## src/design/linear_adsr_envelope_assert.svh

```systemverilog
// Assertion macros for the linear ADSR envelope.
// Expects signals named clock and reset in the including scope.
`ifndef LINEAR_ADSR_ENVELOPE_ASSERT_SVH
`define LINEAR_ADSR_ENVELOPE_ASSERT_SVH

// same-cycle implication
`define ADSR_ASSERT_NOW(label, ante, cons, msg) \
   label: assert property (@(posedge clock) disable iff (reset) (ante) |-> (cons)) \
      else $error(msg);

// next-cycle implication
`define ADSR_ASSERT_NEXT(label, ante, cons, msg) \
   label: assert property (@(posedge clock) disable iff (reset) (ante) |=> (cons)) \
      else $error(msg);

`endif

```

## src/design/adsr_pkg.sv

```systemverilog
// Shared types and constants for the linear ADSR envelope.
// No dependencies.
package adsr_pkg;

   localparam int ACC_SHIFT   = 16;
   localparam int CSR_INDEX_W = 2;
   localparam int PHASE_W     = 3;

   typedef enum logic [CSR_INDEX_W-1:0] {
      CSR_ATTACK  = 2'd0,
      CSR_DECAY   = 2'd1,
      CSR_SUSTAIN = 2'd2,
      CSR_RELEASE = 2'd3
   } csr_index_type;

   typedef enum logic [PHASE_W-1:0] {
      PH_OFF     = 3'd0,
      PH_ATTACK  = 3'd1,
      PH_DECAY   = 3'd2,
      PH_SUSTAIN = 3'd3,
      PH_RELEASE = 3'd4
   } phase_type;

   typedef enum logic [5:0] {
      S_IDLE  = 6'b000001,
      S_DIV_A = 6'b000010,
      S_DIV_B = 6'b000100,
      S_DIV_C = 6'b001000,
      S_STEP  = 6'b010000,
      S_LEVEL = 6'b100000
   } seq_state_type;

   typedef enum logic [1:0] {
      LVL_ACC  = 2'd0,
      LVL_SUS  = 2'd1,
      LVL_ZERO = 2'd2
   } level_sel_type;

   typedef struct packed {
      logic start;
      logic negate;
   } div_ctl_type;

   typedef struct packed {
      logic busy;
      logic done;
   } div_sts_type;

endpackage

```

## src/design/adsr_if.sv

```systemverilog
// Handshake channel interfaces for the linear ADSR envelope.
// Depends on adsr_pkg.
interface adsr_req_if ();
   logic valid;
   logic ready;
   logic gate;
   logic block_start;

   modport source (output valid, output gate, output block_start, input ready);
   modport sink (input valid, input gate, input block_start, output ready);
endinterface

interface adsr_rsp_if import adsr_pkg::*; #(parameter int LEVEL_BITS = 24) ();
   logic                  valid;
   logic                  ready;
   logic [LEVEL_BITS-1:0] level;
   logic [PHASE_W-1:0]    phase;

   modport source (output valid, output level, output phase, input ready);
   modport sink (input valid, input level, input phase, output ready);
endinterface

interface adsr_csr_if import adsr_pkg::*; #(parameter int DATA_W = 24) ();
   logic                   valid;
   logic                   ready;
   logic [CSR_INDEX_W-1:0] index;
   logic [DATA_W-1:0]      data;

   modport source (output valid, output index, output data, input ready);
   modport sink (input valid, input index, input data, output ready);
endinterface

```

## src/design/adsr_div.sv

```systemverilog
// Serial restoring divider, one quotient bit per cycle, signed result.
// Depends on adsr_pkg.
module adsr_div import adsr_pkg::*; #(
   parameter int NUM_W = 42,
   parameter int DEN_W = 18
) (
   input  logic               clock,
   input  logic               reset,
   input  div_ctl_type        ctl,
   input  logic [NUM_W-1:0]   num,
   input  logic [DEN_W-1:0]   den,
   output div_sts_type        sts,
   output logic signed [NUM_W:0] quot
);
   localparam int CNT_W = $clog2(NUM_W + 1);

   logic [NUM_W-1:0] work_ff, work_in;
   logic [DEN_W-1:0] rem_ff, rem_in;
   logic [DEN_W-1:0] den_ff, den_in;
   logic             neg_ff, neg_in;
   logic [CNT_W-1:0] cnt_ff, cnt_in;
   logic             busy_ff, busy_in;
   logic             done_ff, done_in;

   logic [DEN_W:0]   trial;
   logic [DEN_W:0]   diff;
   logic             fits;

   assign trial = {rem_ff, work_ff[NUM_W-1]};
   assign diff  = trial - {1'b0, den_ff};
   assign fits  = trial >= {1'b0, den_ff};

   always_comb begin
      work_in = work_ff;
      rem_in  = rem_ff;
      den_in  = den_ff;
      neg_in  = neg_ff;
      cnt_in  = cnt_ff;
      busy_in = busy_ff;
      done_in = 1'b0;
      if (ctl.start) begin
         work_in = num;
         rem_in  = '0;
         den_in  = den;
         neg_in  = ctl.negate;
         cnt_in  = CNT_W'(NUM_W);
         busy_in = 1'b1;
      end else if (busy_ff) begin
         work_in = {work_ff[NUM_W-2:0], fits};
         rem_in  = fits ? diff[DEN_W-1:0] : trial[DEN_W-1:0];
         cnt_in  = cnt_ff - 1'b1;
         if (cnt_ff == CNT_W'(1)) begin
            busy_in = 1'b0;
            done_in = 1'b1;
         end
      end
   end

   always_ff @(posedge clock) begin
      work_ff <= work_in;
      rem_ff  <= rem_in;
      den_ff  <= den_in;
      neg_ff  <= neg_in;
      if (reset) begin
         cnt_ff  <= '0;
         busy_ff <= 1'b0;
         done_ff <= 1'b0;
      end else begin
         cnt_ff  <= cnt_in;
         busy_ff <= busy_in;
         done_ff <= done_in;
      end
   end

   assign sts.busy = busy_ff;
   assign sts.done = done_ff;
   assign quot = neg_ff ? -$signed({1'b0, work_ff}) : $signed({1'b0, work_ff});

endmodule

```

## src/design/linear_adsr_envelope.sv

```systemverilog
// Linear ADSR envelope generator: one item per audio sample tick, one level out.
// Depends on adsr_pkg, adsr_if, adsr_div and linear_adsr_envelope_assert.svh.
//
// Usage:
//   req_bus carries one item per sample tick: gate and block_start. The gate is
//   examined only on items with block_start set.
//   rsp_bus returns one item per request: level (Q1.(LEVEL_BITS-1), saturated
//   to 0..1.0) and phase (off, attack, decay, sustain, release).
//   csr_bus writes attack_samples, decay_samples, sustain_level and
//   release_samples by index; it is always ready. Write only while idle. Values
//   take effect at the next trigger.
//   A plain tick is accepted in idle, then passes through the step and level
//   states. A trigger first adds three divisions on the shared serial divider,
//   one quotient bit per cycle; zero durations skip their division.
//   One item is in work at a time; req_bus.ready is high only when idle.
//   A finished result sits in the output register until taken; a new item may
//   be accepted meanwhile, and its result waits until the register is free.
//   Reset (synchronous) restores the default registers, envelope off, level 0.
`include "linear_adsr_envelope_assert.svh"

module linear_adsr_envelope import adsr_pkg::*; #(
   parameter int COUNT_BITS = 18,
   parameter int LEVEL_BITS = 24
) (
   input  logic        clock,
   input  logic        reset,
   adsr_req_if.sink    req_bus,
   adsr_rsp_if.source  rsp_bus,
   adsr_csr_if.sink    csr_bus
);
   localparam int AW = LEVEL_BITS + ACC_SHIFT + 3;
   localparam int NW = AW - 1;
   localparam logic [LEVEL_BITS-1:0] LEVEL_FS = LEVEL_BITS'(1) << (LEVEL_BITS - 1);
   localparam logic signed [AW-1:0] ACC_FS = AW'(1) << (LEVEL_BITS - 1 + ACC_SHIFT);
   localparam logic signed [AW-1:0] ACC_LIM = AW'(1) << (LEVEL_BITS + 1 + ACC_SHIFT);
   localparam logic signed [AW:0] ACC_LIM_X = (AW + 1)'(1) << (LEVEL_BITS + 1 + ACC_SHIFT);
   localparam logic signed [AW:0] ACC_NLIM_X = -ACC_LIM_X;

   // configuration
   logic [COUNT_BITS-1:0] cfg_attack_ff, cfg_decay_ff, cfg_release_ff;
   logic [LEVEL_BITS-1:0] cfg_sustain_ff;

   // envelope state
   seq_state_type         state_ff, state_in;
   phase_type             phase_ff, phase_in;
   logic                  gate_held_ff, gate_held_in;
   logic signed [AW-1:0]  acc_ff, acc_in;
   logic [COUNT_BITS-1:0] count_ff, count_in;
   logic signed [AW-1:0]  attack_step_ff, attack_step_in;
   logic signed [AW-1:0]  decay_step_ff, decay_step_in;
   logic signed [AW-1:0]  release_step_ff, release_step_in;
   logic [COUNT_BITS-1:0] an_ff, an_in, dn_ff, dn_in, rn_ff, rn_in;
   logic [LEVEL_BITS-1:0] sus_ff, sus_in;
   logic                  div_wait_ff, div_wait_in;
   level_sel_type         lvl_sel_ff, lvl_sel_in;

   // result register
   logic                  rsp_valid_ff, rsp_valid_in;
   logic [LEVEL_BITS-1:0] rsp_level_ff, rsp_level_in;
   phase_type             rsp_phase_ff, rsp_phase_in;

   // divider
   div_ctl_type           div_ctl;
   div_sts_type           div_sts;
   logic [NW-1:0]         div_num;
   logic [COUNT_BITS-1:0] div_den;
   logic signed [AW-1:0]  div_quot;

   // trigger helpers
   logic [LEVEL_BITS-1:0] sus_sat;
   logic signed [AW-1:0]  att_diff;
   logic                  att_neg;
   logic [NW-1:0]         att_mag, dec_mag, rel_mag;

   // tick decode
   logic                  step_add;
   logic signed [AW-1:0]  step_sel;
   phase_type             step_phase;
   logic [COUNT_BITS-1:0] step_count;
   level_sel_type         step_lvl;
   logic [COUNT_BITS-1:0] dec_count;
   logic signed [AW:0]    acc_sum;
   logic signed [AW-1:0]  acc_sat;
   logic [AW-ACC_SHIFT-1:0] acc_whole;
   logic [LEVEL_BITS-1:0] acc_level, level_val;

   adsr_div #(.NUM_W(NW), .DEN_W(COUNT_BITS)) u_div (
      .clock (clock),
      .reset (reset),
      .ctl   (div_ctl),
      .num   (div_num),
      .den   (div_den),
      .sts   (div_sts),
      .quot  (div_quot)
   );

   assign sus_sat  = (cfg_sustain_ff > LEVEL_FS) ? LEVEL_FS : cfg_sustain_ff;
   assign att_diff = ACC_FS - acc_ff;
   assign att_neg  = att_diff[AW-1];
   assign att_mag  = att_neg ? NW'(-att_diff) : NW'(att_diff);
   assign dec_mag  = NW'({LEVEL_FS - sus_ff, {ACC_SHIFT{1'b0}}});
   assign rel_mag  = NW'({sus_ff, {ACC_SHIFT{1'b0}}});

   // one tick of the envelope, with fall-through between phases
   always_comb begin
      step_add   = 1'b0;
      step_sel   = attack_step_ff;
      step_phase = phase_ff;
      step_count = count_ff;
      step_lvl   = LVL_ZERO;
      dec_count  = (phase_ff == PH_ATTACK) ? '0 : count_ff;
      if (phase_ff == PH_ATTACK && count_ff < an_ff) begin
         step_add   = 1'b1;
         step_count = count_ff + 1'b1;
         step_lvl   = LVL_ACC;
      end else if (phase_ff == PH_ATTACK || phase_ff == PH_DECAY) begin
         if (dec_count < dn_ff) begin
            step_add   = 1'b1;
            step_sel   = decay_step_ff;
            step_count = dec_count + 1'b1;
            step_phase = PH_DECAY;
            step_lvl   = LVL_ACC;
         end else begin
            step_count = '0;
            step_phase = gate_held_ff ? PH_SUSTAIN : PH_RELEASE;
            step_lvl   = LVL_SUS;
         end
      end else if (phase_ff == PH_SUSTAIN) begin
         step_lvl = LVL_SUS;
      end else if (phase_ff == PH_RELEASE && count_ff < rn_ff) begin
         step_add   = 1'b1;
         step_sel   = release_step_ff;
         step_count = count_ff + 1'b1;
         step_lvl   = LVL_ACC;
      end else begin
         if (phase_ff == PH_RELEASE) begin
            step_count = '0;
         end
         step_phase = PH_OFF;
      end
   end

   assign acc_sum = $signed({acc_ff[AW-1], acc_ff}) + $signed({step_sel[AW-1], step_sel});

   always_comb begin
      if (acc_sum > ACC_LIM_X) begin
         acc_sat = ACC_LIM;
      end else if (acc_sum < ACC_NLIM_X) begin
         acc_sat = -ACC_LIM;
      end else begin
         acc_sat = acc_sum[AW-1:0];
      end
   end

   assign acc_whole = acc_ff[AW-1:ACC_SHIFT];

   always_comb begin
      if (acc_ff <= 0) begin
         acc_level = '0;
      end else if (acc_whole > (AW - ACC_SHIFT)'(LEVEL_FS)) begin
         acc_level = LEVEL_FS;
      end else begin
         acc_level = acc_whole[LEVEL_BITS-1:0];
      end
   end

   always_comb begin
      case (lvl_sel_ff)
         LVL_ACC: level_val = acc_level;
         LVL_SUS: level_val = sus_ff;
         default: level_val = '0;
      endcase
   end

   // sequencer
   always_comb begin
      state_in        = state_ff;
      phase_in        = phase_ff;
      gate_held_in    = gate_held_ff;
      acc_in          = acc_ff;
      count_in        = count_ff;
      attack_step_in  = attack_step_ff;
      decay_step_in   = decay_step_ff;
      release_step_in = release_step_ff;
      an_in           = an_ff;
      dn_in           = dn_ff;
      rn_in           = rn_ff;
      sus_in          = sus_ff;
      div_wait_in     = div_wait_ff;
      lvl_sel_in      = lvl_sel_ff;
      rsp_valid_in    = rsp_valid_ff && !rsp_bus.ready;
      rsp_level_in    = rsp_level_ff;
      rsp_phase_in    = rsp_phase_ff;
      div_ctl         = '0;
      div_num         = att_mag;
      div_den         = an_ff;
      case (state_ff)
         S_IDLE: begin
            if (req_bus.valid) begin
               state_in = S_STEP;
               if (req_bus.block_start) begin
                  if (!gate_held_ff) begin
                     if (req_bus.gate) begin
                        sus_in       = sus_sat;
                        an_in        = cfg_attack_ff;
                        dn_in        = cfg_decay_ff;
                        rn_in        = cfg_release_ff;
                        count_in     = '0;
                        phase_in     = PH_ATTACK;
                        gate_held_in = 1'b1;
                        state_in     = S_DIV_A;
                     end
                  end else if (!req_bus.gate) begin
                     gate_held_in = 1'b0;
                     if (phase_ff == PH_SUSTAIN) begin
                        phase_in = PH_RELEASE;
                        count_in = '0;
                     end
                  end
               end
            end
         end
         S_DIV_A: begin
            div_num        = att_mag;
            div_den        = an_ff;
            div_ctl.negate = att_neg;
            if (an_ff == '0) begin
               attack_step_in = '0;
               state_in       = S_DIV_B;
            end else if (!div_wait_ff) begin
               div_ctl.start = 1'b1;
               div_wait_in   = 1'b1;
            end else if (div_sts.done) begin
               attack_step_in = div_quot;
               div_wait_in    = 1'b0;
               state_in       = S_DIV_B;
            end
         end
         S_DIV_B: begin
            div_num        = dec_mag;
            div_den        = dn_ff;
            div_ctl.negate = 1'b1;
            if (dn_ff == '0) begin
               decay_step_in = '0;
               state_in      = S_DIV_C;
            end else if (!div_wait_ff) begin
               div_ctl.start = 1'b1;
               div_wait_in   = 1'b1;
            end else if (div_sts.done) begin
               decay_step_in = div_quot;
               div_wait_in   = 1'b0;
               state_in      = S_DIV_C;
            end
         end
         S_DIV_C: begin
            div_num        = rel_mag;
            div_den        = rn_ff;
            div_ctl.negate = 1'b1;
            if (rn_ff == '0) begin
               release_step_in = '0;
               state_in        = S_STEP;
            end else if (!div_wait_ff) begin
               div_ctl.start = 1'b1;
               div_wait_in   = 1'b1;
            end else if (div_sts.done) begin
               release_step_in = div_quot;
               div_wait_in     = 1'b0;
               state_in        = S_STEP;
            end
         end
         S_STEP: begin
            if (step_add) begin
               acc_in = acc_sat;
            end
            phase_in   = step_phase;
            count_in   = step_count;
            lvl_sel_in = step_lvl;
            state_in   = S_LEVEL;
         end
         S_LEVEL: begin
            if (!rsp_valid_ff || rsp_bus.ready) begin
               rsp_valid_in = 1'b1;
               rsp_level_in = level_val;
               rsp_phase_in = phase_ff;
               state_in     = S_IDLE;
            end
         end
         default: begin
            state_in = S_IDLE;
         end
      endcase
   end

   always_ff @(posedge clock) begin
      if (reset) begin
         state_ff        <= S_IDLE;
         phase_ff        <= PH_OFF;
         gate_held_ff    <= 1'b0;
         acc_ff          <= '0;
         count_ff        <= '0;
         attack_step_ff  <= '0;
         decay_step_ff   <= '0;
         release_step_ff <= '0;
         an_ff           <= '0;
         dn_ff           <= '0;
         rn_ff           <= '0;
         sus_ff          <= '0;
         div_wait_ff     <= 1'b0;
         lvl_sel_ff      <= LVL_ZERO;
         rsp_valid_ff    <= 1'b0;
         cfg_attack_ff   <= COUNT_BITS'(4800);
         cfg_decay_ff    <= COUNT_BITS'(4800);
         cfg_sustain_ff  <= LEVEL_BITS'(1) << (LEVEL_BITS - 2);
         cfg_release_ff  <= COUNT_BITS'(24000);
      end else begin
         state_ff        <= state_in;
         phase_ff        <= phase_in;
         gate_held_ff    <= gate_held_in;
         acc_ff          <= acc_in;
         count_ff        <= count_in;
         attack_step_ff  <= attack_step_in;
         decay_step_ff   <= decay_step_in;
         release_step_ff <= release_step_in;
         an_ff           <= an_in;
         dn_ff           <= dn_in;
         rn_ff           <= rn_in;
         sus_ff          <= sus_in;
         div_wait_ff     <= div_wait_in;
         lvl_sel_ff      <= lvl_sel_in;
         rsp_valid_ff    <= rsp_valid_in;
         if (csr_bus.valid) begin
            case (csr_index_type'(csr_bus.index))
               CSR_ATTACK:  cfg_attack_ff  <= csr_bus.data[COUNT_BITS-1:0];
               CSR_DECAY:   cfg_decay_ff   <= csr_bus.data[COUNT_BITS-1:0];
               CSR_SUSTAIN: cfg_sustain_ff <= csr_bus.data[LEVEL_BITS-1:0];
               CSR_RELEASE: cfg_release_ff <= csr_bus.data[COUNT_BITS-1:0];
               default: ;
            endcase
         end
      end
   end

   always_ff @(posedge clock) begin
      rsp_level_ff <= rsp_level_in;
      rsp_phase_ff <= rsp_phase_in;
   end

   assign req_bus.ready = (state_ff == S_IDLE);
   assign csr_bus.ready = 1'b1;
   assign rsp_bus.valid = rsp_valid_ff;
   assign rsp_bus.level = rsp_level_ff;
   assign rsp_bus.phase = rsp_phase_ff;

   `ADSR_ASSERT_NOW(a_idle_div_quiet, req_bus.ready, !div_sts.busy,
      "divider busy while accepting an item")
   `ADSR_ASSERT_NEXT(a_div_starts, div_ctl.start, div_sts.busy,
      "divider did not start")
   `ADSR_ASSERT_NOW(a_level_range, rsp_bus.valid, rsp_bus.level <= LEVEL_FS,
      "level above full scale")
   `ADSR_ASSERT_NOW(a_attack_count, phase_ff == PH_ATTACK, count_ff <= an_ff,
      "attack count beyond duration")
   `ADSR_ASSERT_NOW(a_acc_range, 1'b1, (acc_ff <= ACC_LIM) && (acc_ff >= -ACC_LIM),
      "accumulator outside saturation range")

endmodule
```

## src/flat_wrapper.sv

```systemverilog
// flat-port wrapper written by rule: the top's interface ports become plain ports
module linear_adsr_envelope_flat import adsr_pkg::*;
#(
   parameter int COUNT_BITS = 18,
   parameter int LEVEL_BITS = 24
)
  (clock, reset, req_bus_valid, req_bus_gate, req_bus_block_start, req_bus_ready, rsp_bus_valid, rsp_bus_level, rsp_bus_phase, rsp_bus_ready, csr_bus_valid, csr_bus_index, csr_bus_data, csr_bus_ready);
  adsr_req_if req_bus_i ();
  adsr_rsp_if #(.LEVEL_BITS(LEVEL_BITS)) rsp_bus_i ();
  adsr_csr_if csr_bus_i ();
  input  logic clock;
  input  logic reset;
  input wire logic [$bits(req_bus_i.valid)-1:0] req_bus_valid;
  input wire logic [$bits(req_bus_i.gate)-1:0] req_bus_gate;
  input wire logic [$bits(req_bus_i.block_start)-1:0] req_bus_block_start;
  output wire logic [$bits(req_bus_i.ready)-1:0] req_bus_ready;
  output wire logic [$bits(rsp_bus_i.valid)-1:0] rsp_bus_valid;
  output wire logic [$bits(rsp_bus_i.level)-1:0] rsp_bus_level;
  output wire logic [$bits(rsp_bus_i.phase)-1:0] rsp_bus_phase;
  input wire logic [$bits(rsp_bus_i.ready)-1:0] rsp_bus_ready;
  input wire logic [$bits(csr_bus_i.valid)-1:0] csr_bus_valid;
  input wire logic [$bits(csr_bus_i.index)-1:0] csr_bus_index;
  input wire logic [$bits(csr_bus_i.data)-1:0] csr_bus_data;
  output wire logic [$bits(csr_bus_i.ready)-1:0] csr_bus_ready;
  assign req_bus_i.valid = req_bus_valid;
  assign req_bus_i.gate = req_bus_gate;
  assign req_bus_i.block_start = req_bus_block_start;
  assign req_bus_ready = req_bus_i.ready;
  assign rsp_bus_valid = rsp_bus_i.valid;
  assign rsp_bus_level = rsp_bus_i.level;
  assign rsp_bus_phase = rsp_bus_i.phase;
  assign rsp_bus_i.ready = rsp_bus_ready;
  assign csr_bus_i.valid = csr_bus_valid;
  assign csr_bus_i.index = csr_bus_index;
  assign csr_bus_i.data = csr_bus_data;
  assign csr_bus_ready = csr_bus_i.ready;
  linear_adsr_envelope #(.COUNT_BITS(COUNT_BITS), .LEVEL_BITS(LEVEL_BITS)) u_core (.clock(clock), .reset(reset), .req_bus(req_bus_i), .rsp_bus(rsp_bus_i), .csr_bus(csr_bus_i));
endmodule
```

## config.mk

```make
export PLATFORM = sky130hd
export DESIGN_NAME = linear_adsr_envelope_flat
export DESIGN_NICKNAME = d
export VERILOG_FILES = /design/src/design/adsr_pkg.sv /design/src/design/adsr_if.sv /design/src/design/adsr_div.sv /design/src/design/linear_adsr_envelope.sv /design/src/flat_wrapper.sv
export VERILOG_INCLUDE_DIRS = /design/src /design/src/design
export SDC_FILE = /design/constraint.sdc
export NUM_CORES = 1
export LEC_CHECK = 0
export ABC_CLOCK_PERIOD_IN_PS = 12900
export BUFFER_PORTS_ARGS = -buffer_cell sky130_fd_sc_hd__buf_2
export CAP_MARGIN = 10
export CORE_MARGIN = 3
export CORE_UTILIZATION = 53
export CTS_BUF_LIST = sky130_fd_sc_hd__clkbuf_8
export CTS_CLUSTER_SIZE = 40
export DETAILED_ROUTE_END_ITERATION = 6
export PLACE_DENSITY = 0.7
export SLEW_MARGIN = 20
export SYNTH_ARGS = -nofsm -noshare
export SYNTH_HDL_FRONTEND = slang
export SYNTH_SLANG_ARGS = --single-unit
```

## constraint.sdc

```tcl
create_clock -name clock -period 12.9 [get_ports clock]
set_input_delay 2.58 -clock clock [delete_from_list [all_inputs] [get_ports clock]]
set_output_delay 2.58 -clock clock [all_outputs]
set_load 0.05 [all_outputs]
```

Yosys cells after proc, flatten, opt, wreduce, memory -nomap -nowiden
Index checks and enable logic that the tools add are counted.
Word-level totals
  word-level logic and storage cells: 217
  bits in registers: 474
  output and inout bits: 30
Cells by class
  muxes and demuxes: 95
  eq/ne operators: 35
  reduce and logical (&&, ||, !) cells: 38
  add/sub/neg operators: 9
  bitwise logic cells: 2
  magnitude comparators: 9
Operators with widths (count)
  43-bit 2-to-1 mux: 13
  18-bit 2-to-1 mux: 14
  42-bit 2-to-1 mux: 3
  6-bit 2-to-1 mux: 15
  42-bit case mux with 2 select lines: 1
  24-bit 2-to-1 mux: 3
  18-bit case mux with 2 select lines: 2
  18-bit logical NOT: 3
  18-bit < comparator: 3
  24-bit case mux with 2 select lines: 1
  43-bit by 43-bit adder with 44-bit output: 1
  44-bit by 43-bit greater-than comparator with 1-bit output (second input constant): 1
  44-bit by 42-bit < comparator with 1-bit output (second input constant): 1
  43-bit by 1-bit <= comparator with 1-bit output (second input constant): 1
  42-bit negator with 43-bit output: 1
  41-bit by 43-bit subtractor with 43-bit output (first input constant): 1
  42-bit negator: 1
  18-bit by 1-bit adder with 18-bit output (second input constant): 2
  3-bit 2-to-1 mux: 12
  6-bit case mux with 6 select lines: 1
  27-bit by 24-bit greater-than comparator with 1-bit output (second input constant): 1
  24-bit greater-than comparator (second input constant): 1
  24-bit subtractor (first input constant): 1
  1-bit 2-to-1 mux: 22
  41 further kinds: 83

Logic depth before layout (Yosys ltp)
Gate-level depths: netlist of run 1.
  depth after elaboration: 10
  gate-level depth with buffers: 30

By module
From an unflattened synthesis of run 1, not the netlist that was laid out.
Unflattened totals
  cells, all modules: 3582
  area total of the unflattened synthesis: 28650.0 sq um
By module, submodules not included
  linear_adsr_envelope: area each 23287.3 sq um, instances 1, seq. area each 8017.7 sq um, cells an instance 3069
  adsr_div: area each 5362.6 sq um, instances 1, seq. area each 2352.3 sq um, cells an instance 513

Worst setup path before layout of run 1
No wires, ideal clock.
  path kind: register to register
  start: reg u_core.phase_ff[0]
  end: reg u_core.acc_ff[21]
  arrival: 6.565 ns
  path buffers: 5
  clock period less this slack: 6.625 ns
  slack: 6.275 ns
  stages on the path, launching flop included: 29
  cell sequence: dfxtp_1 > or3b_2 > clkbuf_1 > clkbuf_1 > and2_1 > ha_1 > a21oi_1 > a21boi_0 > o311ai_0 > o211ai_1 > or2_2 > nor2_1 > clkbuf_1 > buf_1 > a222oi_1 > inv_1 > ha_1 > nor2b_1 > o31a_1 > o21a_1 > o211a_1 > a311o_1 > a21oi_1 > o221a_2 > nand3b_1 > or3_1 > o2111ai_1 > clkbuf_1 > a22o_1
Between the ends
  cells in the longest elaborated chain, start to end: 10
  elaborated cells between the ends (all ways): 25
RTL lines
  start, declared: RTL line linear_adsr_envelope.sv:45  | phase_type phase_ff, phase_in;
  start signal, assigned: RTL line linear_adsr_envelope.sv:317  | phase_ff <= phase_in;
  3-bit by 1-bit == test with 1-bit output / 3-bit == test (equally long branches)
  18-bit 2-to-1 mux / 1-bit logical AND (equally long branches): RTL line linear_adsr_envelope.sv:111, linear_adsr_envelope.sv:130
  18-bit < comparator / 43-bit 2-to-1 mux (equally long branches): RTL line linear_adsr_envelope.sv:117, linear_adsr_envelope.sv:130
  43-bit 2-to-1 mux, on equally long branches: RTL line linear_adsr_envelope.sv:117, linear_adsr_envelope.sv:128
  43-bit 2-to-1 mux: RTL line linear_adsr_envelope.sv:116  | end else if (phase_ff == PH_ATTACK || phase_ff == PH_DECAY) begin
  43-bit 2-to-1 mux: RTL line linear_adsr_envelope.sv:112  | if (phase_ff == PH_ATTACK && count_ff < an_ff) begin
  43-bit by 43-bit adder with 44-bit output: RTL line linear_adsr_envelope.sv:143  | assign acc_sum = $signed({acc_ff[AW-1], acc_ff}) + $signed({step_sel[AW-1], step_sel});
  44-bit by 42-bit < comparator with 1-bit output: RTL line linear_adsr_envelope.sv:148  | end else if (acc_sum < ACC_NLIM_X) begin
  43-bit 2-to-1 mux: RTL line linear_adsr_envelope.sv:148
  43-bit 2-to-1 mux: RTL line linear_adsr_envelope.sv:146  | if (acc_sum > ACC_LIM_X) begin
  end signal, assigned: RTL line linear_adsr_envelope.sv:319  | acc_ff <= acc_in;
  end, declared: RTL line linear_adsr_envelope.sv:47  | logic signed [AW-1:0] acc_ff, acc_in;
Parallel ways exist; a longest one is shown, timed or not.
A chain may end at the register's enable or synchronous reset.

Worst setup path in the final report of run 1
  start: reg u_core.phase_ff[0]
  end: reg u_core.acc_ff[11]
The elaborated chain is that of the path after synthesis.

==> out/qor.yml, run 1 <==
clocking:
  cts_tree: "yes"
  clkTransAtPathRegs_ns: 0.06
  cts.path.max_buffers: 3
  cts_setup_buffers: 0
  cts-root-buf: "clkbuf_8"
  clock_latency_ns: 0.70
  numCtsBuffers: 81
  clock-sinks: 474
  cts_hold_buf: 0
  cts_resized: 0
  h-tree-depth: 3
sta:
  layout_min_cycle_time_ns: 8.32
  worst_pin_slew_ns: 1.11
  fin_skew_ns: 0.0378
  post-route-period-util: 0.645
  worst_slack_ns: 4.58
  setup_violations: 0
  rsz0062_at_grt: "no"
  max_clock_freq_mhz: 120
  finalHoldViolations: 0
  setup_tns_ns: 0
  slew_headroom: 0.260
  report.final.slew_viol_count: 0
floorplanning:
  core_area_mm2: 0.0494
  die_area_mm2: 0.0531
  chipHeight_um: 231
  num_rows: 81
  ios: 63
  initial_core_util: 0.541
  die_x_um: 231
outcome:
  status: "finished with violations"
  violations: "DRC"
setup_path:
  crit_path_end: "u_core.acc_ff[11]"
  end_kind: "flop"
  rr_worst_depth: 25
  crit_path_top_delay_cell: "a211oi_1"
  worst-path-buf-inv: 3
  r2r-start: "u_core.phase_ff[0]"
  cp.arrival_ns: 8.95
  crit_family: "compound AO/OA/AOI/OAI gates"
  crit_fanout: 41
  reg2reg_slack_ns: 4.58
  startpoint: "u_core.phase_ff[0]"
  crit_required_ns: 13.53
  worstSetupPathDepth: 25
  r2r_end: "u_core.acc_ff[11]"
  max_stage_delay_ns: 0.68
  critPathLaunchType: "flop"
  crit_type: "reg -> reg"
placed_design:
  pre_cts_ws_ns: 4.69
  dpl.hpwl_um: 61700
  dp_cells: 3863
  gp_congestion: 0.944
  portBuffers: 61
min_path:
  min_path_type: "reg -> reg"
  min_path_cells: 2
flow_run:
  maxCapViolCount: 0
synthesis:
  async_reset_ff_frac: 0
  synth_xor_area_frac: 0.0610
  synth_edf_count: 88
  synth_fa_ha_area_frac: 0.0568
  synth_compound_area_frac: 0.225
  synth_mux_area_frac: 0.00843
  synthFlopType: "dfxtp_1"
  synth.net_count: 3465
  ys_ff_latch: 474
  synth_top_family_by_area: "compound AO/OA/AOI/OAI gates"
  ys_warn_count: 0
  synth_area_per_cell_um2: 8.07
  synthSimpleGateAreaFrac: 0.210
  seq_area_frac_synth: 0.388
  syn_area_mm2: 0.0267
  synth_cell_type_count: 84
  synthCells: 3312
pwr:
  p_int_uw: 2410
  p_sw_uw: 881
  power_density_mw_per_mm2: 113
  vdd.ir_drop.worst_mv: 0.113
  p_clk_frac: 0.436
  p_seq_frac: 0.474
  leakagePower_uw: 0.0117
  swShare: 0.268
  combPwrFrac: 0.090
grt:
  grt-ovfl-total: 0
  grt_max_degree: 147
  antenna_found_initial: 0
  grtUsageTotal: 0.319
  grt_pass1_wl_um: 134000
  grt_pass1_vias: 23400
detailed_routing:
  drtAntennaViolNets: 0
  routed_wl_um: 87000
  avgViaCountPerCell: 6.30
  wl_per_cell_um: 21.7
  drt-pass1-iter-count: 7
  vias: 25300
  drcViolationCount: 6
  dr.first_iter.drc_count: 2830
layout:
  layout.cells.non_filler: 4009
  layout.nets: 3435
  drive_above_1_share: 0.0795
  area_growth_pct: 9.18
  diodes: 0
[state kept, by name (all words and copies together) (netlist names), 6 cells and up]
name,flops
u_core.cfg_release_ff,18
u_core.cfg_decay_ff,18
u_core.release_step_ff,43
u_core.an_ff,18
u_core.state_ff,6
u_core.cfg_attack_ff,18
u_core.u_div.rem_ff,18
u_core.cfg_sustain_ff,24
u_core.sus_ff,24
u_core.rn_ff,18
u_core.rsp_bus.level,24
u_core.acc_ff,43
u_core.dn_ff,18
u_core.count_ff,18
u_core.attack_step_ff,43
u_core.decay_step_ff,43
u_core.u_div.den_ff,18
u_core.u_div.cnt_ff,6
u_core.u_div.work_ff,42
[cell type report]
| type | instances | area, um2 |
|---|---|---|
| tap | 664 | 831 |
| multi-input combinational | 2481 | 15100 |
| timing repair buffer | 93 | 556 |
| clock inverter | 51 | 410 |
| clock buffer | 95 | 1310 |
| sequential | 474 | 10400 |
| fill | 4537 | 20200 |
| inverter | 151 | 567 |
[synthesized netlist by cell type, drive strengths merged (5+ instances only)]
| cell type | count | share of area |
|---|---|---|
| nand2 | 470 | 0.066 |
| nor2 | 390 | 0.055 |
| dfxtp | 386 | 0.29 |
| a21oi | 334 | 0.063 |
| clkbuf | 192 | 0.027 |
| inv | 150 | 0.021 |
| o21ai | 148 | 0.028 |
| ha | 118 | 0.055 |
| xnor2 | 113 | 0.037 |
| edfxtp | 88 | 0.099 |
| a22oi | 85 | 0.024 |
| xor2 | 73 | 0.024 |
| a22o | 70 | 0.023 |
| nor3 | 56 | 0.011 |
| a222oi | 44 | 0.016 |
| nand3 | 42 | 0.0079 |
| nor4 | 41 | 0.0098 |
| or3 | 38 | 0.010 |
| nand4 | 29 | 0.0068 |
| and2 | 27 | 0.0063 |
| nand3b | 27 | 0.0076 |
| a221oi | 25 | 0.0087 |
| a31oi | 22 | 0.0052 |
| o221ai | 22 | 0.0072 |
| and3 | 21 | 0.0049 |
| o31ai | 21 | 0.0059 |
| mux2i | 18 | 0.0067 |
| nand2b | 18 | 0.0042 |
| a21o | 17 | 0.0048 |
| nor2b | 17 | 0.0040 |
| or4 | 17 | 0.0049 |
| o211ai | 15 | 0.0042 |
| buf | 14 | 0.0022 |
| o22ai | 14 | 0.0033 |
| a211oi | 13 | 0.0037 |
| o21a | 13 | 0.0037 |
| a311oi | 11 | 0.0036 |
| or2 | 11 | 0.0026 |
| nor3b | 10 | 0.0028 |
| o21bai | 9 | 0.0025 |
| o41ai | 8 | 0.0026 |
| a41oi | 7 | 0.0023 |
| o2111ai | 7 | 0.0023 |
| a21boi | 5 | 0.0014 |
| and4 | 5 | 0.0016 |
[cells in the final DEF, fill, tap and decap left out, drive strengths merged, types with 14 or more instances in the layout]
cell | netlist | routed
a21o | 17 | 17
a21oi | 334 | 334
a221oi | 25 | 25
a222oi | 44 | 44
a22o | 70 | 70
a22oi | 85 | 85
a31oi | 22 | 22
and2 | 27 | 27
and3 | 21 | 21
buf | 14 | 93
clkbuf | 192 | 95
clkinv | 1 | 20
dfxtp | 386 | 386
edfxtp | 88 | 88
ha | 118 | 118
inv | 150 | 177
mux2i | 18 | 18
nand2 | 470 | 470
nand2b | 18 | 18
nand3 | 42 | 42
nand3b | 27 | 27
nand4 | 29 | 29
nor2 | 390 | 390
nor2b | 17 | 17
nor3 | 56 | 56
nor4 | 41 | 41
o211ai | 15 | 15
o21ai | 148 | 148
o221ai | 22 | 22
o22ai | 14 | 14
o31ai | 21 | 21
or3 | 38 | 38
or4 | 17 | 17
xnor2 | 113 | 113
xor2 | 73 | 73
[worst register-to-register path, cell delays in order (launching register included)]
cell and delay, ns:
dfxtp_1 0.44, or3b_2 0.66, and2_1 0.24, ha_1 0.30, a21oi_1 0.15, a21boi_0 0.10
o311ai_0 0.45, o211ai_1 0.31, or2_2 0.41, nor2_4 0.57, buf_4 0.47, a222oi_1 0.20
inv_1 0.10, ha_1 0.23, a211oi_1 0.32, o211ai_1 0.15, a21oi_1 0.38, o21ai_0 0.29
a31oi_1 0.47, or3_1 0.20, a311oi_1 0.08, a211oi_1 0.68, nand3_1 0.26, o2111ai_4 0.16
buf_4 0.42, a22o_1 0.23
[power groups by stage]
stage	clock network (uW)	registers [uW]	logic [uW]
2_1_floorplan	0	1580	210
3_3_place_gp	0	1590	281
3_5_place_dp	0	1590	289
4_1_cts	1460	1560	291
5_1_grt	1530	1560	324
6_report	1440	1560	296
[kinds of logic (layout without fill, tap and decap cells)]
logic type	count (synthesis)	after routing
compound gates	920	920
other cells	1	1
mux	22	22
flops	474	474
buf+inv	357	390
simple gates	1232	1232
xor+xnor	186	186
fa+ha+maj	120	120
[stage by stage]
stage,power (uW),util,hold slack (ns),area (um2)
6_report,3290,0.591,0.450,29200
5_1_grt,3420,0.591,0.470,29200
4_1_cts,3310,0.591,0.454,29200
3_5_place_dp,1880,0.556,0.445,27400
3_3_place_gp,1870,0.556,0.438,27400
2_1_floorplan,1790,-,0.432,26700
[worst min-delay path by stage]
stage,startpoint,end,slack (ns)
2_1_floorplan,u_core.cfg_attack_ff[2],u_core.an_ff[2],0.43
3_3_place_gp,u_core.cfg_attack_ff[12],u_core.an_ff[12],0.44
3_5_place_dp,u_core.cfg_attack_ff[4],u_core.an_ff[4],0.45
4_1_cts,u_core.cfg_attack_ff[4],u_core.an_ff[4],0.45
5_1_grt,u_core.cfg_attack_ff[12],u_core.an_ff[12],0.47
6_report,u_core.cfg_release_ff[14],u_core.rn_ff[14],0.45
[per-layer routing]
| layer | up-vias | GRT usage | wire [um] |
|---|---|---|---|
| li1 | 11800 | - | - |
| met1 | 12100 | 0.417 | 35600 |
| met2 | 1147 | 0.523 | 40600 |
| met3 | 197 | 0.0463 | 6840 |
| met4 | 0 | 0.146 | 3930 |
| met5 | - | 0 | 0 |
Power figures use the tool's default switching activity.
==> inputs of run 2 (changes only) <==
ABC_AREA = 1   (was default)
ABC_CLOCK_PERIOD_IN_PS = 7690   (was 12900)
clock period = 7.69 ns   (was 12.9 ns; I/O delays follow)
==> run 2 against run 1 <==
Clock power grew 67%; combinational power grew to 6.2 times the previous value; largest cell class unchanged; sequential power grew 86%; the run now ends clean; flip-flop and latch count is the same; global-route usage shrank 0.53 points; worst setup slack lost 4.0 ns.
==> out/qor.yml, run 2 <==
pwr:
  power_density_mw_per_mm2: 223  # +97%
  vdd.ir_drop.worst_mv: 0.212  # +89%
  leakagePower_uw: 0.0141  # +21%
setup_path:
  end_kind: "flop"
  crit_type: "reg -> reg"
  crit_path_top_delay_cell: "nand3_2"
  crit_fanout: 41  # unchanged
  crit_required_ns: 8.29  # -5.24 ns
  crit_top_cell: "nand2_1"
  critPathLaunchType: "flop"
  max_stage_delay_ns: 0.63  # -0.05 ns
  cp.arrival_ns: 7.67  # -1.28 ns
grt:
  grt_pass1_wl_um: 148000  # +9.9%
  grt_max_degree: 98  # -33%
  grt_pass1_vias: 26500  # +13%
  grt-ovfl-total: 0  # unchanged
  antenna_found_initial: 2  # +2
  grtUsageTotal: 0.314  # -0.00528
sta:
  setup_tns_ns: 0  # unchanged
  post-route-period-util: 0.920  # +0.275
  max_clock_freq_mhz: 141  # +18%
  worst_pin_slew_ns: 1.13  # +0.0152 ns
  slew_headroom: 0.249  # -0.0110
  setup_violations: 0  # unchanged
  rsz0062_at_grt: "no"
  fin_skew_ns: 0.0599  # +0.0221 ns
  layout_min_cycle_time_ns: 7.07  # -1.25 ns
  finalHoldViolations: 0  # unchanged
  worst_slack_ns: 0.615  # -3.96 ns
  report.final.slew_viol_count: 0  # unchanged
clocking:
  clock_latency_ns: 0.72  # +0.02 ns
  clock-sinks: 474  # unchanged
  cts_setup_buffers: 0  # unchanged
  cts_resized: 0  # unchanged
  cts_tree: "yes"
  numCtsBuffers: 82  # +1.2%
  h-tree-depth: 3  # unchanged
  cts.path.max_buffers: 3  # unchanged
  cts_hold_buf: 0  # unchanged
  clkTransAtPathRegs_ns: 0.06  # about the same
  cts-root-buf: "clkbuf_8"
synthesis:
  synth.net_count: 4566  # +32%
  synthCells: 4413  # +33%
  ys_ff_latch: 474  # unchanged
  synth_common_cells: "nand2_1 (1236), inv_1 (567), nor2_1 (450)"
  ys_warn_count: 0  # unchanged
  seq_area_frac_synth: 0.351  # -0.0371
  synth_edf_count: 88  # unchanged
  yosys.area.top_type: "dfxtp_1"
  synth_most_common_cell: "nand2_1"
  synth_cell_type_count: 66  # -21%
  async_reset_ff_frac: 0  # unchanged
  synth_area_per_cell_um2: 6.69  # -17%
  synth_area_leaders: "dfxtp_1 (26%), nand2_1 (16%), edfxtp_1 (8.9%)"
  syn_area_mm2: 0.0295  # +11%
  synthFlopType: "dfxtp_1"
  synth_top_area_frac: 0.262  # -0.0277
floorplanning:
  ios: 63  # unchanged
  chipHeight_um: 242  # +5.0%
  die_area_mm2: 0.0586  # +10%
  num_rows: 85  # +4.9%
  die_x_um: 242  # +5.0%
  core_area_mm2: 0.0545  # +10%
  initial_core_util: 0.543  # +0.00122
detailed_routing:
  vias: 29300  # +16%
  routed_wl_um: 95500  # +9.7%
  drt-pass1-iter-count: 6  # -1
  drcViolationCount: 0  # -6
  dr.first_iter.drc_count: 2983  # +5.4%
  avgViaCountPerCell: 5.61  # -11%
  drtAntennaViolNets: 0  # unchanged
  wl_per_cell_um: 18.3  # -16%
placed_design:
  dpl.hpwl_um: 71600  # +16%
  gp_congestion: 1.00  # +6.3%
  portBuffers: 61  # unchanged
  pre_cts_ws_ns: 0.834  # -3.85 ns
layout:
  final_common_cell: "nand2_1"
  drive_above_1_share: 0.0656  # -0.0139
  layout.nets: 4571  # +33%
  final_cell_mix: "nand2_1 (1234), inv_1 (594), nor2_1 (448), a21oi_1 (413), dfxtp_1 (386)"
  area_growth_pct: 8.48
outcome:
  status: "finished clean"
flow_run:
  maxCapViolCount: 0  # unchanged
min_path:
  min_path_type: "reg -> reg"
## run 2: per-layer routing
layer	global-route usage	wire (um)
met5	0	11
met4	0.114	3380
met3	0.0781	9560
met2	0.470	40700
met1	0.438	41900
## run 2: cells by family (layout without fill, tap and decap cells)
kind of cell,Yosys count,count (layout),synth area share
AOI/OAI and AO/OA,836,836,0.160
xor gates and xnor gates,139,139,0.0435
buffers and inverters,754,822,0.0985
and+or+nand+nor,2089,2089,0.295
other,1,3,0.000127
adders and majority gates,120,120,0.0513
DFF,474,474,0.351
## run 2: cell type report
cell class / count / area [um2]
antenna: 2 / 5.00
sequential: 474 / 10400
tap: 739 / 925
clock buffer: 95 / 1310
inverter: 586 / 2200
timing repair buffer: 89 / 534
clock inverter: 52 / 384
fill: 5482 / 22400
multi-input combinational: 3185 / 16300
## run 2: power by group
part	switching, uW	internal [uW]
Sequential	155	2750
Combinational	1320	505
Clock	1100	1300
Total	2580	4560
## run 2: final timing paths
kind | depth (start not counted) | end | start | slack (ns)
hold / removal | 2 | u_core.cfg_decay_ff[9] | u_core.cfg_decay_ff[9] | 0.45
hold reg to reg | 2 | u_core.cfg_decay_ff[9] | u_core.cfg_decay_ff[9] | 0.45
setup / recovery | 36 | u_core.acc_ff[20] | u_core.phase_ff[2] | 0.62
setup reg to reg | 36 | u_core.acc_ff[20] | u_core.phase_ff[2] | 0.62
## run 2: critical path: cells and delay by family, from the launching register on
kind,cells,cell delay [ns]
adders and majority gates,3,0.91
AOI/OAI and AO/OA,3,0.79
DFF,1,0.32
buffers and inverters,7,0.60
and+or+nand+nor,23,4.28
## run 2: metrics by stage
stage	total power, uW	utilization	cells	instance area, um2	hold WS (ns)
final	7130	0.589	5222	32100	0.455
after global routing	7490	0.589	5221	32000	0.477
after CTS	7120	0.588	5220	32000	0.456
after detailed placement	4730	0.557	5073	30300	0.440
after global placement	4710	0.557	5073	30300	0.433
after floorplan	4180	-	4413	29500	0.424
